===== src/design/qcpid_pkg.sv =====
`timescale 1ns / 1ps
`default_nettype none

package qcpid_pkg;

	// configuration port
	localparam int PADDR_W = 5;
	localparam int REG_IDX_W = 3;

	localparam logic [REG_IDX_W-1:0] REG_ROLL_RATE_KP   = 3'd0;
	localparam logic [REG_IDX_W-1:0] REG_ROLL_RATE_KD   = 3'd1;
	localparam logic [REG_IDX_W-1:0] REG_PITCH_RATE_KP  = 3'd2;
	localparam logic [REG_IDX_W-1:0] REG_PITCH_RATE_KD  = 3'd3;
	localparam logic [REG_IDX_W-1:0] REG_YAW_RATE_KP    = 3'd4;
	localparam logic [REG_IDX_W-1:0] REG_ROLL_ANGLE_KP  = 3'd5;
	localparam logic [REG_IDX_W-1:0] REG_PITCH_ANGLE_KP = 3'd6;
	localparam logic [REG_IDX_W-1:0] REG_YAW_ANGLE_KP   = 3'd7;

	localparam logic [15:0] RST_ROLL_RATE_KP   = 16'd8960;
	localparam logic [15:0] RST_ROLL_RATE_KD   = 16'd90;
	localparam logic [15:0] RST_PITCH_RATE_KP  = 16'd6400;
	localparam logic [15:0] RST_PITCH_RATE_KD  = 16'd64;
	localparam logic [15:0] RST_YAW_RATE_KP    = 16'd768;
	localparam logic [15:0] RST_ROLL_ANGLE_KP  = 16'd26;
	localparam logic [15:0] RST_PITCH_ANGLE_KP = 16'd31;
	localparam logic [15:0] RST_YAW_ANGLE_KP   = 16'd205;

	// arithmetic constants
	localparam logic [13:0] STICK_CENTER = 14'd1500;
	localparam logic [11:0] DISARM_LEVEL = 12'd1000;
	localparam logic [11:0] DISARM_PULSE = 12'd997;
	localparam logic [11:0] MOTOR_MAX    = 12'd4095;
	localparam logic [23:0] ERR_MAX      = 24'h7FFFFF;
	localparam logic [23:0] ERR_MIN      = 24'h800000;
	// x / 25600 = (|x| >> 10) / 25; n / 25 = (n * RECIP_25) >> 36, exact for n < 2^31
	localparam logic [31:0] RECIP_25     = 32'd2748779070;

	// axis codes
	localparam logic [1:0] AXIS_ROLL  = 2'd0;
	localparam logic [1:0] AXIS_PITCH = 2'd1;
	localparam logic [1:0] AXIS_YAW   = 2'd2;

	// datapath operations
	localparam logic [3:0] OP_NOP     = 4'd0;
	localparam logic [3:0] OP_LOAD    = 4'd1;
	localparam logic [3:0] OP_MUL     = 4'd2;
	localparam logic [3:0] OP_RERR    = 4'd3;
	localparam logic [3:0] OP_ACC_LD  = 4'd4;
	localparam logic [3:0] OP_ACC_ADD = 4'd5;
	localparam logic [3:0] OP_DIVPREP = 4'd6;
	localparam logic [3:0] OP_CORR    = 4'd7;
	localparam logic [3:0] OP_MIX     = 4'd8;

	// multiplier operand selection
	localparam logic [1:0] MS_ANGLE = 2'd0;
	localparam logic [1:0] MS_KP    = 2'd1;
	localparam logic [1:0] MS_KD    = 2'd2;
	localparam logic [1:0] MS_RECIP = 2'd3;

	// hold conditions
	localparam logic [1:0] HOLD_NONE     = 2'd0;
	localparam logic [1:0] HOLD_NO_ITEM  = 2'd1;
	localparam logic [1:0] HOLD_OUT_BUSY = 2'd2;

	// jump conditions
	localparam logic [1:0] J_NONE   = 2'd0;
	localparam logic [1:0] J_ALWAYS = 2'd1;
	localparam logic [1:0] J_YAW    = 2'd2;
	localparam logic [1:0] J_MORE   = 2'd3;

	// program steps
	localparam int STEP_W = 4;
	localparam logic [STEP_W-1:0] ST_WAIT    = 4'd0;
	localparam logic [STEP_W-1:0] ST_ANG_MUL = 4'd1;
	localparam logic [STEP_W-1:0] ST_RERR    = 4'd2;
	localparam logic [STEP_W-1:0] ST_KP_MUL  = 4'd3;
	localparam logic [STEP_W-1:0] ST_ACC_LD  = 4'd4;
	localparam logic [STEP_W-1:0] ST_KD_MUL  = 4'd5;
	localparam logic [STEP_W-1:0] ST_ACC_ADD = 4'd6;
	localparam logic [STEP_W-1:0] ST_DIVPREP = 4'd7;
	localparam logic [STEP_W-1:0] ST_RCP_MUL = 4'd8;
	localparam logic [STEP_W-1:0] ST_CORR    = 4'd9;
	localparam logic [STEP_W-1:0] ST_MIX     = 4'd10;

	typedef struct packed {
		logic [3:0]        op;
		logic [1:0]        msel;
		logic [1:0]        hold;
		logic [1:0]        jcond;
		logic [STEP_W-1:0] jtarget;
	} cword_t;

	typedef struct packed {
		logic [3:0] op;
		logic [1:0] msel;
		logic       exec;
		logic       idle;
	} seq_ctrl_t;

	typedef struct packed {
		logic item_valid;
		logic out_busy;
		logic axis_yaw;
	} seq_stat_t;

	function automatic cword_t ucode(input logic [STEP_W-1:0] step);
		cword_t cw;
		cw = '{op: OP_NOP, msel: MS_ANGLE, hold: HOLD_NONE, jcond: J_NONE, jtarget: ST_WAIT};
		case (step)
			ST_WAIT: begin
				cw.op   = OP_LOAD;
				cw.hold = HOLD_NO_ITEM;
			end
			ST_ANG_MUL: begin
				cw.op   = OP_MUL;
				cw.msel = MS_ANGLE;
			end
			ST_RERR:    cw.op = OP_RERR;
			ST_KP_MUL: begin
				cw.op   = OP_MUL;
				cw.msel = MS_KP;
			end
			ST_ACC_LD: begin
				// yaw has no derivative term
				cw.op      = OP_ACC_LD;
				cw.jcond   = J_YAW;
				cw.jtarget = ST_DIVPREP;
			end
			ST_KD_MUL: begin
				cw.op   = OP_MUL;
				cw.msel = MS_KD;
			end
			ST_ACC_ADD: cw.op = OP_ACC_ADD;
			ST_DIVPREP: cw.op = OP_DIVPREP;
			ST_RCP_MUL: begin
				cw.op   = OP_MUL;
				cw.msel = MS_RECIP;
			end
			ST_CORR: begin
				cw.op      = OP_CORR;
				cw.jcond   = J_MORE;
				cw.jtarget = ST_ANG_MUL;
			end
			ST_MIX: begin
				cw.op      = OP_MIX;
				cw.hold    = HOLD_OUT_BUSY;
				cw.jcond   = J_ALWAYS;
				cw.jtarget = ST_WAIT;
			end
			default: begin
				cw.jcond   = J_ALWAYS;
				cw.jtarget = ST_WAIT;
			end
		endcase
		return cw;
	endfunction

endpackage

`default_nettype wire


===== src/design/qcpid_seq.sv =====
`timescale 1ns / 1ps
`default_nettype none

module qcpid_seq (
	input  logic                  clk,
	input  logic                  arst_n,
	input  qcpid_pkg::seq_stat_t  stat,
	output qcpid_pkg::seq_ctrl_t  ctrl
);

	logic [qcpid_pkg::STEP_W-1:0] step_q;
	logic [qcpid_pkg::STEP_W-1:0] step_d;
	qcpid_pkg::cword_t            cw;
	logic                         hold;
	logic                         jump;

	always_comb begin
		cw = qcpid_pkg::ucode(step_q);
		case (cw.hold)
			qcpid_pkg::HOLD_NO_ITEM:  hold = !stat.item_valid;
			qcpid_pkg::HOLD_OUT_BUSY: hold = stat.out_busy;
			default:                  hold = 1'b0;
		endcase
		case (cw.jcond)
			qcpid_pkg::J_ALWAYS: jump = 1'b1;
			qcpid_pkg::J_YAW:    jump = stat.axis_yaw;
			qcpid_pkg::J_MORE:   jump = !stat.axis_yaw;
			default:             jump = 1'b0;
		endcase
		if (hold) begin
			step_d = step_q;
		end else if (jump) begin
			step_d = cw.jtarget;
		end else begin
			step_d = step_q + 1'b1;
		end
	end

	always_ff @(posedge clk or negedge arst_n) begin
		if (!arst_n) begin
			step_q <= qcpid_pkg::ST_WAIT;
		end else begin
			step_q <= step_d;
		end
	end

	assign ctrl.op   = cw.op;
	assign ctrl.msel = cw.msel;
	assign ctrl.exec = !hold;
	assign ctrl.idle = (step_q == qcpid_pkg::ST_WAIT);

endmodule

`default_nettype wire


===== src/design/quadcopter_cascaded_pid_mixer_unit.sv =====
// Channel   Handshake              Payload
// in        in_valid / in_ready    angles, gyro rates, sticks, throttle, arm channel
// out       out_valid / out_ready  motor_one .. motor_four
// cfg       APB write/read         eight 16-bit gains, byte address 4*index
//
// An item is taken only in the wait step; the program then works through roll,
// pitch and yaw in turn (yaw skips the derivative steps) and then the mix, and
// no new item is taken before that. The single shared 33x33 multiplier sets this.
// Reset loads the gain reset values and clears the stored rate errors.
// The mix step waits while the previous result has not been taken.
`timescale 1ns / 1ps
`default_nettype none

module quadcopter_cascaded_pid_mixer_unit (
	input  logic                          clk,
	input  logic                          arst_n,
	// input item
	input  logic                          in_valid,
	output logic                          in_ready,
	input  logic signed [15:0]            roll_angle,
	input  logic signed [15:0]            pitch_angle,
	input  logic signed [15:0]            yaw_angle,
	input  logic signed [18:0]            roll_rate,
	input  logic signed [18:0]            pitch_rate,
	input  logic signed [18:0]            yaw_rate,
	input  logic        [11:0]            roll_stick,
	input  logic        [11:0]            pitch_stick,
	input  logic        [11:0]            throttle,
	input  logic        [11:0]            arm_channel,
	// result item
	output logic                          out_valid,
	input  logic                          out_ready,
	output logic        [11:0]            motor_one,
	output logic        [11:0]            motor_two,
	output logic        [11:0]            motor_three,
	output logic        [11:0]            motor_four,
	// configuration
	input  logic                          psel,
	input  logic                          penable,
	input  logic                          pwrite,
	input  logic [qcpid_pkg::PADDR_W-1:0] paddr,
	input  logic [31:0]                   pwdata,
	output logic [31:0]                   prdata,
	output logic                          pready
);

	// gains
	logic [15:0] roll_rate_kp_q, roll_rate_kd_q, pitch_rate_kp_q, pitch_rate_kd_q;
	logic [15:0] yaw_rate_kp_q, roll_angle_kp_q, pitch_angle_kp_q, yaw_angle_kp_q;

	// captured item
	logic signed [15:0] roll_ang_q, pitch_ang_q, yaw_ang_q;
	logic signed [18:0] roll_rate_q, pitch_rate_q, yaw_rate_q;
	logic        [11:0] roll_stick_q, pitch_stick_q, thr_q, arm_q;

	// working registers
	logic [1:0]         axis_q;
	logic [63:0]        p_q;
	logic signed [23:0] e_q;
	logic signed [41:0] acc_q;
	logic [30:0]        n_q;
	logic               neg_q;
	logic signed [27:0] corr_roll_q, corr_pitch_q, corr_yaw_q;
	logic signed [23:0] last_roll_q, last_pitch_q;

	// result register
	logic        out_valid_q;
	logic [11:0] m1_q, m2_q, m3_q, m4_q;

	qcpid_pkg::seq_ctrl_t ctrl;
	qcpid_pkg::seq_stat_t stat;

	logic cfg_wr;
	logic [qcpid_pkg::REG_IDX_W-1:0] cfg_idx;

	// per-axis selections
	logic signed [15:0] ang_sel;
	logic signed [18:0] rate_sel;
	logic signed [15:0] tgt_sel;
	logic [15:0]        akp_sel, kp_sel, kd_sel;
	logic signed [23:0] last_sel;

	logic signed [13:0] roll_off, pitch_off;
	logic signed [15:0] roll_tgt, pitch_tgt;
	logic signed [16:0] diff;
	logic signed [24:0] de;
	logic signed [32:0] mul_a, mul_b;
	logic signed [65:0] prod;
	logic signed [33:0] rt_sum;
	logic signed [26:0] rte;
	logic signed [23:0] e_sat;
	logic signed [41:0] mag;
	logic [26:0]        quo;
	logic signed [27:0] corr;
	logic signed [29:0] s1, s2, s3, s4;
	logic signed [29:0] thr_x, cr_x, cp_x, cy_x;

	function automatic logic [11:0] sat_motor(input logic signed [29:0] s);
		logic [11:0] r;
		if (s[29]) begin
			r = 12'd0;
		end else if (|s[28:12]) begin
			r = qcpid_pkg::MOTOR_MAX;
		end else begin
			r = s[11:0];
		end
		return r;
	endfunction

	qcpid_seq u_seq (
		.clk    (clk),
		.arst_n (arst_n),
		.stat   (stat),
		.ctrl   (ctrl)
	);

	assign stat.item_valid = in_valid;
	assign stat.out_busy   = out_valid_q && !out_ready;
	assign stat.axis_yaw   = (axis_q == qcpid_pkg::AXIS_YAW);

	assign in_ready  = ctrl.idle;
	assign out_valid = out_valid_q;
	assign motor_one   = m1_q;
	assign motor_two   = m2_q;
	assign motor_three = m3_q;
	assign motor_four  = m4_q;

	// ---------------- configuration port ----------------
	assign pready  = 1'b1;
	assign cfg_idx = paddr[qcpid_pkg::REG_IDX_W+1:2];
	assign cfg_wr  = psel && penable && pwrite;

	always_ff @(posedge clk or negedge arst_n) begin
		if (!arst_n) begin
			roll_rate_kp_q   <= qcpid_pkg::RST_ROLL_RATE_KP;
			roll_rate_kd_q   <= qcpid_pkg::RST_ROLL_RATE_KD;
			pitch_rate_kp_q  <= qcpid_pkg::RST_PITCH_RATE_KP;
			pitch_rate_kd_q  <= qcpid_pkg::RST_PITCH_RATE_KD;
			yaw_rate_kp_q    <= qcpid_pkg::RST_YAW_RATE_KP;
			roll_angle_kp_q  <= qcpid_pkg::RST_ROLL_ANGLE_KP;
			pitch_angle_kp_q <= qcpid_pkg::RST_PITCH_ANGLE_KP;
			yaw_angle_kp_q   <= qcpid_pkg::RST_YAW_ANGLE_KP;
		end else if (cfg_wr) begin
			case (cfg_idx)
				qcpid_pkg::REG_ROLL_RATE_KP:   roll_rate_kp_q   <= pwdata[15:0];
				qcpid_pkg::REG_ROLL_RATE_KD:   roll_rate_kd_q   <= pwdata[15:0];
				qcpid_pkg::REG_PITCH_RATE_KP:  pitch_rate_kp_q  <= pwdata[15:0];
				qcpid_pkg::REG_PITCH_RATE_KD:  pitch_rate_kd_q  <= pwdata[15:0];
				qcpid_pkg::REG_YAW_RATE_KP:    yaw_rate_kp_q    <= pwdata[15:0];
				qcpid_pkg::REG_ROLL_ANGLE_KP:  roll_angle_kp_q  <= pwdata[15:0];
				qcpid_pkg::REG_PITCH_ANGLE_KP: pitch_angle_kp_q <= pwdata[15:0];
				qcpid_pkg::REG_YAW_ANGLE_KP:   yaw_angle_kp_q   <= pwdata[15:0];
				default: ;
			endcase
		end
	end

	always_comb begin
		case (cfg_idx)
			qcpid_pkg::REG_ROLL_RATE_KP:   prdata = {16'd0, roll_rate_kp_q};
			qcpid_pkg::REG_ROLL_RATE_KD:   prdata = {16'd0, roll_rate_kd_q};
			qcpid_pkg::REG_PITCH_RATE_KP:  prdata = {16'd0, pitch_rate_kp_q};
			qcpid_pkg::REG_PITCH_RATE_KD:  prdata = {16'd0, pitch_rate_kd_q};
			qcpid_pkg::REG_YAW_RATE_KP:    prdata = {16'd0, yaw_rate_kp_q};
			qcpid_pkg::REG_ROLL_ANGLE_KP:  prdata = {16'd0, roll_angle_kp_q};
			qcpid_pkg::REG_PITCH_ANGLE_KP: prdata = {16'd0, pitch_angle_kp_q};
			default:                       prdata = {16'd0, yaw_angle_kp_q};
		endcase
	end

	// ---------------- datapath ----------------
	// roll target = (stick - 1500) * 4, pitch target = (1500 - stick) * 3
	assign roll_off  = $signed({2'b00, roll_stick_q}) - $signed(qcpid_pkg::STICK_CENTER);
	assign pitch_off = $signed(qcpid_pkg::STICK_CENTER) - $signed({2'b00, pitch_stick_q});
	assign roll_tgt  = {roll_off, 2'b00};
	assign pitch_tgt = {pitch_off[13], pitch_off, 1'b0} + {{2{pitch_off[13]}}, pitch_off};

	always_comb begin
		case (axis_q)
			qcpid_pkg::AXIS_ROLL: begin
				ang_sel  = roll_ang_q;
				rate_sel = roll_rate_q;
				tgt_sel  = roll_tgt;
				akp_sel  = roll_angle_kp_q;
				kp_sel   = roll_rate_kp_q;
				kd_sel   = roll_rate_kd_q;
				last_sel = last_roll_q;
			end
			qcpid_pkg::AXIS_PITCH: begin
				ang_sel  = pitch_ang_q;
				rate_sel = pitch_rate_q;
				tgt_sel  = pitch_tgt;
				akp_sel  = pitch_angle_kp_q;
				kp_sel   = pitch_rate_kp_q;
				kd_sel   = pitch_rate_kd_q;
				last_sel = last_pitch_q;
			end
			default: begin
				ang_sel  = yaw_ang_q;
				rate_sel = yaw_rate_q;
				tgt_sel  = 16'sd0;
				akp_sel  = yaw_angle_kp_q;
				kp_sel   = yaw_rate_kp_q;
				kd_sel   = 16'd0;
				last_sel = 24'sd0;
			end
		endcase
	end

	assign diff = {tgt_sel[15], tgt_sel} - {ang_sel[15], ang_sel};
	assign de   = {e_q[23], e_q} - {last_sel[23], last_sel};

	always_comb begin
		case (ctrl.msel)
			qcpid_pkg::MS_ANGLE: begin
				mul_a = {17'd0, akp_sel};
				mul_b = {{16{diff[16]}}, diff};
			end
			qcpid_pkg::MS_KP: begin
				mul_a = {17'd0, kp_sel};
				mul_b = {{9{e_q[23]}}, e_q};
			end
			qcpid_pkg::MS_KD: begin
				mul_a = {17'd0, kd_sel};
				mul_b = {{8{de[24]}}, de};
			end
			default: begin
				mul_a = {2'b00, n_q};
				mul_b = {1'b0, qcpid_pkg::RECIP_25};
			end
		endcase
	end

	assign prod = mul_a * mul_b;

	// rate target: product / 256 toward zero, then minus gyro rate, saturated
	assign rt_sum = $signed(p_q[33:0]) + (p_q[33] ? 34'sd255 : 34'sd0);
	assign rte    = {rt_sum[33], rt_sum[33:8]} - {{8{rate_sel[18]}}, rate_sel};

	always_comb begin
		if (rte[26:23] == 4'b0000 || rte[26:23] == 4'b1111) begin
			e_sat = rte[23:0];
		end else if (rte[26]) begin
			e_sat = qcpid_pkg::ERR_MIN;
		end else begin
			e_sat = qcpid_pkg::ERR_MAX;
		end
	end

	assign mag  = acc_q[41] ? -acc_q : acc_q;
	assign quo  = p_q[62:36];
	assign corr = neg_q ? -$signed({1'b0, quo}) : $signed({1'b0, quo});

	// mixer
	assign thr_x = {18'd0, thr_q};
	assign cr_x  = {{2{corr_roll_q[27]}}, corr_roll_q};
	assign cp_x  = {{2{corr_pitch_q[27]}}, corr_pitch_q};
	assign cy_x  = {{2{corr_yaw_q[27]}}, corr_yaw_q};
	assign s1 = thr_x + cr_x + cp_x - cy_x;
	assign s2 = thr_x - cr_x + cp_x + cy_x;
	assign s3 = thr_x + cr_x - cp_x + cy_x;
	assign s4 = thr_x - cr_x - cp_x - cy_x;

	// payload and working registers
	always_ff @(posedge clk) begin
		if (ctrl.exec) begin
			case (ctrl.op)
				qcpid_pkg::OP_LOAD: begin
					roll_ang_q    <= roll_angle;
					pitch_ang_q   <= pitch_angle;
					yaw_ang_q     <= yaw_angle;
					roll_rate_q   <= roll_rate;
					pitch_rate_q  <= pitch_rate;
					yaw_rate_q    <= yaw_rate;
					roll_stick_q  <= roll_stick;
					pitch_stick_q <= pitch_stick;
					thr_q         <= throttle;
					arm_q         <= arm_channel;
				end
				qcpid_pkg::OP_MUL:     p_q   <= prod[63:0];
				qcpid_pkg::OP_RERR:    e_q   <= e_sat;
				qcpid_pkg::OP_ACC_LD:  acc_q <= $signed(p_q[41:0]);
				qcpid_pkg::OP_ACC_ADD: acc_q <= acc_q + $signed(p_q[41:0]);
				qcpid_pkg::OP_DIVPREP: begin
					n_q   <= mag[40:10];
					neg_q <= acc_q[41];
				end
				qcpid_pkg::OP_CORR: begin
					case (axis_q)
						qcpid_pkg::AXIS_ROLL:  corr_roll_q  <= corr;
						qcpid_pkg::AXIS_PITCH: corr_pitch_q <= corr;
						default:               corr_yaw_q   <= corr;
					endcase
				end
				qcpid_pkg::OP_MIX: begin
					if (arm_q <= qcpid_pkg::DISARM_LEVEL) begin
						m1_q <= qcpid_pkg::DISARM_PULSE;
						m2_q <= qcpid_pkg::DISARM_PULSE;
						m3_q <= qcpid_pkg::DISARM_PULSE;
						m4_q <= qcpid_pkg::DISARM_PULSE;
					end else begin
						m1_q <= sat_motor(s1);
						m2_q <= sat_motor(s2);
						m3_q <= sat_motor(s3);
						m4_q <= sat_motor(s4);
					end
				end
				default: ;
			endcase
		end
	end

	// control state
	always_ff @(posedge clk or negedge arst_n) begin
		if (!arst_n) begin
			axis_q      <= qcpid_pkg::AXIS_ROLL;
			last_roll_q <= 24'sd0;
			last_pitch_q <= 24'sd0;
			out_valid_q <= 1'b0;
		end else begin
			if (ctrl.exec && ctrl.op == qcpid_pkg::OP_LOAD) begin
				axis_q <= qcpid_pkg::AXIS_ROLL;
			end else if (ctrl.exec && ctrl.op == qcpid_pkg::OP_CORR) begin
				axis_q <= axis_q + 1'b1;
				// the stored error of this axis has been used; keep the new one
				if (axis_q == qcpid_pkg::AXIS_ROLL) begin
					last_roll_q <= e_q;
				end else if (axis_q == qcpid_pkg::AXIS_PITCH) begin
					last_pitch_q <= e_q;
				end
			end
			if (ctrl.exec && ctrl.op == qcpid_pkg::OP_MIX) begin
				out_valid_q <= 1'b1;
			end else if (out_ready) begin
				out_valid_q <= 1'b0;
			end
		end
	end

endmodule

`default_nettype wire


===== config.mk =====
export PLATFORM = sky130hd
export DESIGN_NAME = quadcopter_cascaded_pid_mixer_unit
export DESIGN_NICKNAME = d
export VERILOG_FILES = /design/src/design/qcpid_pkg.sv /design/src/design/qcpid_seq.sv /design/src/design/quadcopter_cascaded_pid_mixer_unit.sv
export SDC_FILE = /design/constraint.sdc
export NUM_CORES = 2
export LEC_CHECK = 0
export ABC_AREA = 1
export BUFFER_PORTS_ARGS = -buffer_cell sky130_fd_sc_hd__buf_4
export CORE_ASPECT_RATIO = 0.75
export CORE_MARGIN = 1.5
export CORE_UTILIZATION = 35
export CTS_CLUSTER_DIAMETER = 100
export DETAILED_ROUTE_END_ITERATION = 8
export GPL_ROUTABILITY_DRIVEN = 0
export MAX_ROUTING_LAYER = met4
export PLACE_DENSITY = 0.56
export SLEW_MARGIN = 20
export SYNTH_ARGS = -nofsm -noshare
export SYNTH_HDL_FRONTEND = slang
export SYNTH_SLANG_ARGS = --single-unit

===== constraint.sdc =====
create_clock -name clk -period 27.5 [get_ports clk]
set_input_delay 8.25 -clock clk [delete_from_list [all_inputs] [get_ports clk]]
set_output_delay 8.25 -clock clk [all_outputs]
set_load 0.01 [all_outputs]

==> flow_summary.json <==
{
  "tightest_slew_ps": 1180,
  "routed_via_density": 5.01,
  "rsz0062_at_grt": "false",
  "cp.required_ps": 19250,
  "grtUsageMet2_pct": 32.4,
  "pin_count": 280,
  "synthesis.area_mm2": 0.0809,
  "grt_pass1_vias": 66882,
  "synth-seq-area-share_pct": 22.2,
  "fp.dieW_um": 558,
  "multiInputGateArea_mm2": 0.0541,
  "fmax_mhz": 53.6,
  "die_h_um": 419,
  "hold_viol_final": 0,
  "synth_cell_types": 68,
  "critPathLaunchType": "input pin",
  "dpl.hpwl_um": 222000,
  "cts.path.max_buffers": 3,
  "layout_commonest_cell": "inv_1",
  "cts_tree": "done",
  "grt_pass1_wl_um": 405000,
  "fill_cells": 23442,
  "clock-sinks": 629,
  "wl_um": 265000,
  "cts_setup_buffers": 0,
  "nets": 12144,
  "cp-end-kind": "primary output",
  "fin_crit_sh_pct": 67.8,
  "ctsResizeCount": 0,
  "synthArstFlopShare_pct": 29.1,
  "overflow": 0,
  "clock_latency_ps": 710,
  "critPathMaxFanout": 17,
  "drive_gt1_share_pct": 5.52,
  "grt_max_degree": 74,
  "yosys_warnings": 0,
  "vias": 67638,
  "wire_per_inst_um": 19.6,
  "start_util_pct": 35.3,
  "cp.arrival_ps": 10390,
  "synthToLayoutAreaGrowth_pct": 10.9,
  "drcViolationCount": 0,
  "hold_class": "reg2reg",
  "status": "finished, final reports clean",
  "root_buffer": "clkbuf_16",
  "final_cell_mix": "inv_1 (2333), nand2_1 (2259), fa_1 (1136), nor2_1 (667), ha_1 (462)",
  "holdWs_ps": 476,
  "antenna_found_initial": 9,
  "firstDrtPassIters": 7,
  "crit_type": "in2out",
  "setup-tns-final_ps": 0,
  "drv_cap": 0,
  "path_clk_slew_ps": 60,
  "portBuffers": 244,
  "cts_buffers": 74,
  "ys_ff_latch": 629,
  "postRouteAntennaNets": 0,
  "synth-main-ff-cell": "edfxtp_1",
  "htree_num_levels": 3,
  "postCtsHoldBufs": 0,
  "use_met1_pct": 34.6,
  "seq_area_mm2": 0.0180,
  "drt_first_iter_violations": 6831,
  "final-max-slew-violation-count": 0,
  "busiest_layer": "met1",
  "finClkSkew_ps": 43.8,
  "synth_cells": 9932,
  "relSlewSlack_pct": 21.1,
  "track_usage_pct": 23.5,
  "setup_viol": 0,
  "synth.avg_cell_area_um2": 8.15,
  "period_minus_slack_ps": 18640,
  "rows": 152,
  "grt.met3_usage_pct": 5.45,
  "core_mm2": 0.229,
  "die_area_mm2": 0.234,
  "synth-edff-count": 446
}
[synthesized netlist by cell type (27+ instances only)]
library cell / instances / share of area (%)
a21o_1: 37 / 0.34
xnor2_1: 111 / 1.2
fa_1: 1136 / 28
nor2_1: 677 / 3.1
inv_1: 2335 / 11
o21bai_1: 32 / 0.30
ha_1: 464 / 7.2
buf_2: 87 / 0.54
a22o_1: 33 / 0.36
a21oi_1: 418 / 2.6
nor3_1: 86 / 0.53
edfxtp_1: 446 / 17
o22ai_1: 47 / 0.36
a221oi_1: 28 / 0.30
dfrtp_1: 157 / 4.9
a31oi_1: 38 / 0.29
xor2_1: 190 / 2.1
nor4_1: 32 / 0.25
o21ai_0: 402 / 2.5
o21ai_1: 27 / 0.17
nand2_1: 2260 / 10
clkbuf_1: 81 / 0.38
nand3_1: 354 / 2.2
nand4_1: 158 / 1.2
[stage by stage]
step           instance area, µm²  cells  worst slack, ps  util [%]
3_3_place_gp                87100  13349             8990      38.0
3_5_place_dp                87100  13349             8980      38.0
5_1_grt                     89700  13490             8830      39.1
6_report                    89800  13492             8860      39.1
4_1_cts                     89700  13486             8970      39.1
2_1_floorplan               81800  10161             9740         -
[cells by family (layout without fill, tap and decap cells)]
logic type / count (synthesis) / after routing / synth area share, %
AND/OR/NAND/NOR: 3653 / 3653 / 18.6
buffers and inverters: 2565 / 2812 / 12.2
adder cells (fa/ha/maj): 1600 / 1600 / 35.3
AO/OA/AOI/OAI: 1182 / 1182 / 8.43
flip-flops: 629 / 629 / 22.2
XOR/XNOR: 301 / 301 / 3.26
other: 2 / 235 / 0.00928
[routing by layer]
layer / up-vias / wire length (µm)
li1: 31225 / -
met1: 33041 / 123000
met2: 3026 / 106000
met3: 346 / 29200
met4: 0 / 6310
met5: - / 0
[final timing paths]
kind	slack (ps)	start	endpoint	depth (start not counted)
hold reg to reg	480	last_pitch_q[1]	last_pitch_q[1]	2
setup reg to reg	14150	axis_q[0]	p_q[52]	41
max in group asynchronous	17750	arst_n	yaw_angle_kp_q[9]	3
hold / removal	480	last_pitch_q[1]	last_pitch_q[1]	2
setup / recovery	8860	paddr[3]	prdata[10]	7
min in group asynchronous	7500	arst_n	last_roll_q[13]	1
[critical path, stage by stage]
cell      delay [ps]
buf_4            120
inv_1            150
nand3_1          840
o22ai_1          500
a221oi_1         100
o211ai_1         220
buf_4            200
[final cells by class]
cell class,count,area share [%]
multi-input combinational,6967,60.2
sequential,629,20.1
inverter,2356,9.86
tap,3080,4.29
timing repair buffer,319,2.71
clock buffer,87,2.18
clock inverter,50,0.652
antenna,4,0.0112
[sequential cells by signal, summed over array words and instances, names as in the netlist, 19 cells and up]
| name | flops |
|---|---|
| p_q | 63 |
| acc_q | 42 |
| n_q | 31 |
| corr_pitch_q | 28 |
| corr_roll_q | 28 |
| corr_yaw_q | 28 |
| e_q | 24 |
| last_pitch_q | 24 |
| last_roll_q | 24 |
| pitch_rate_q | 19 |
| roll_rate_q | 19 |
| yaw_rate_q | 19 |
Power is not shown: default switching activity piles up to over one toggle a cycle in this logic, so the estimate is an artifact.
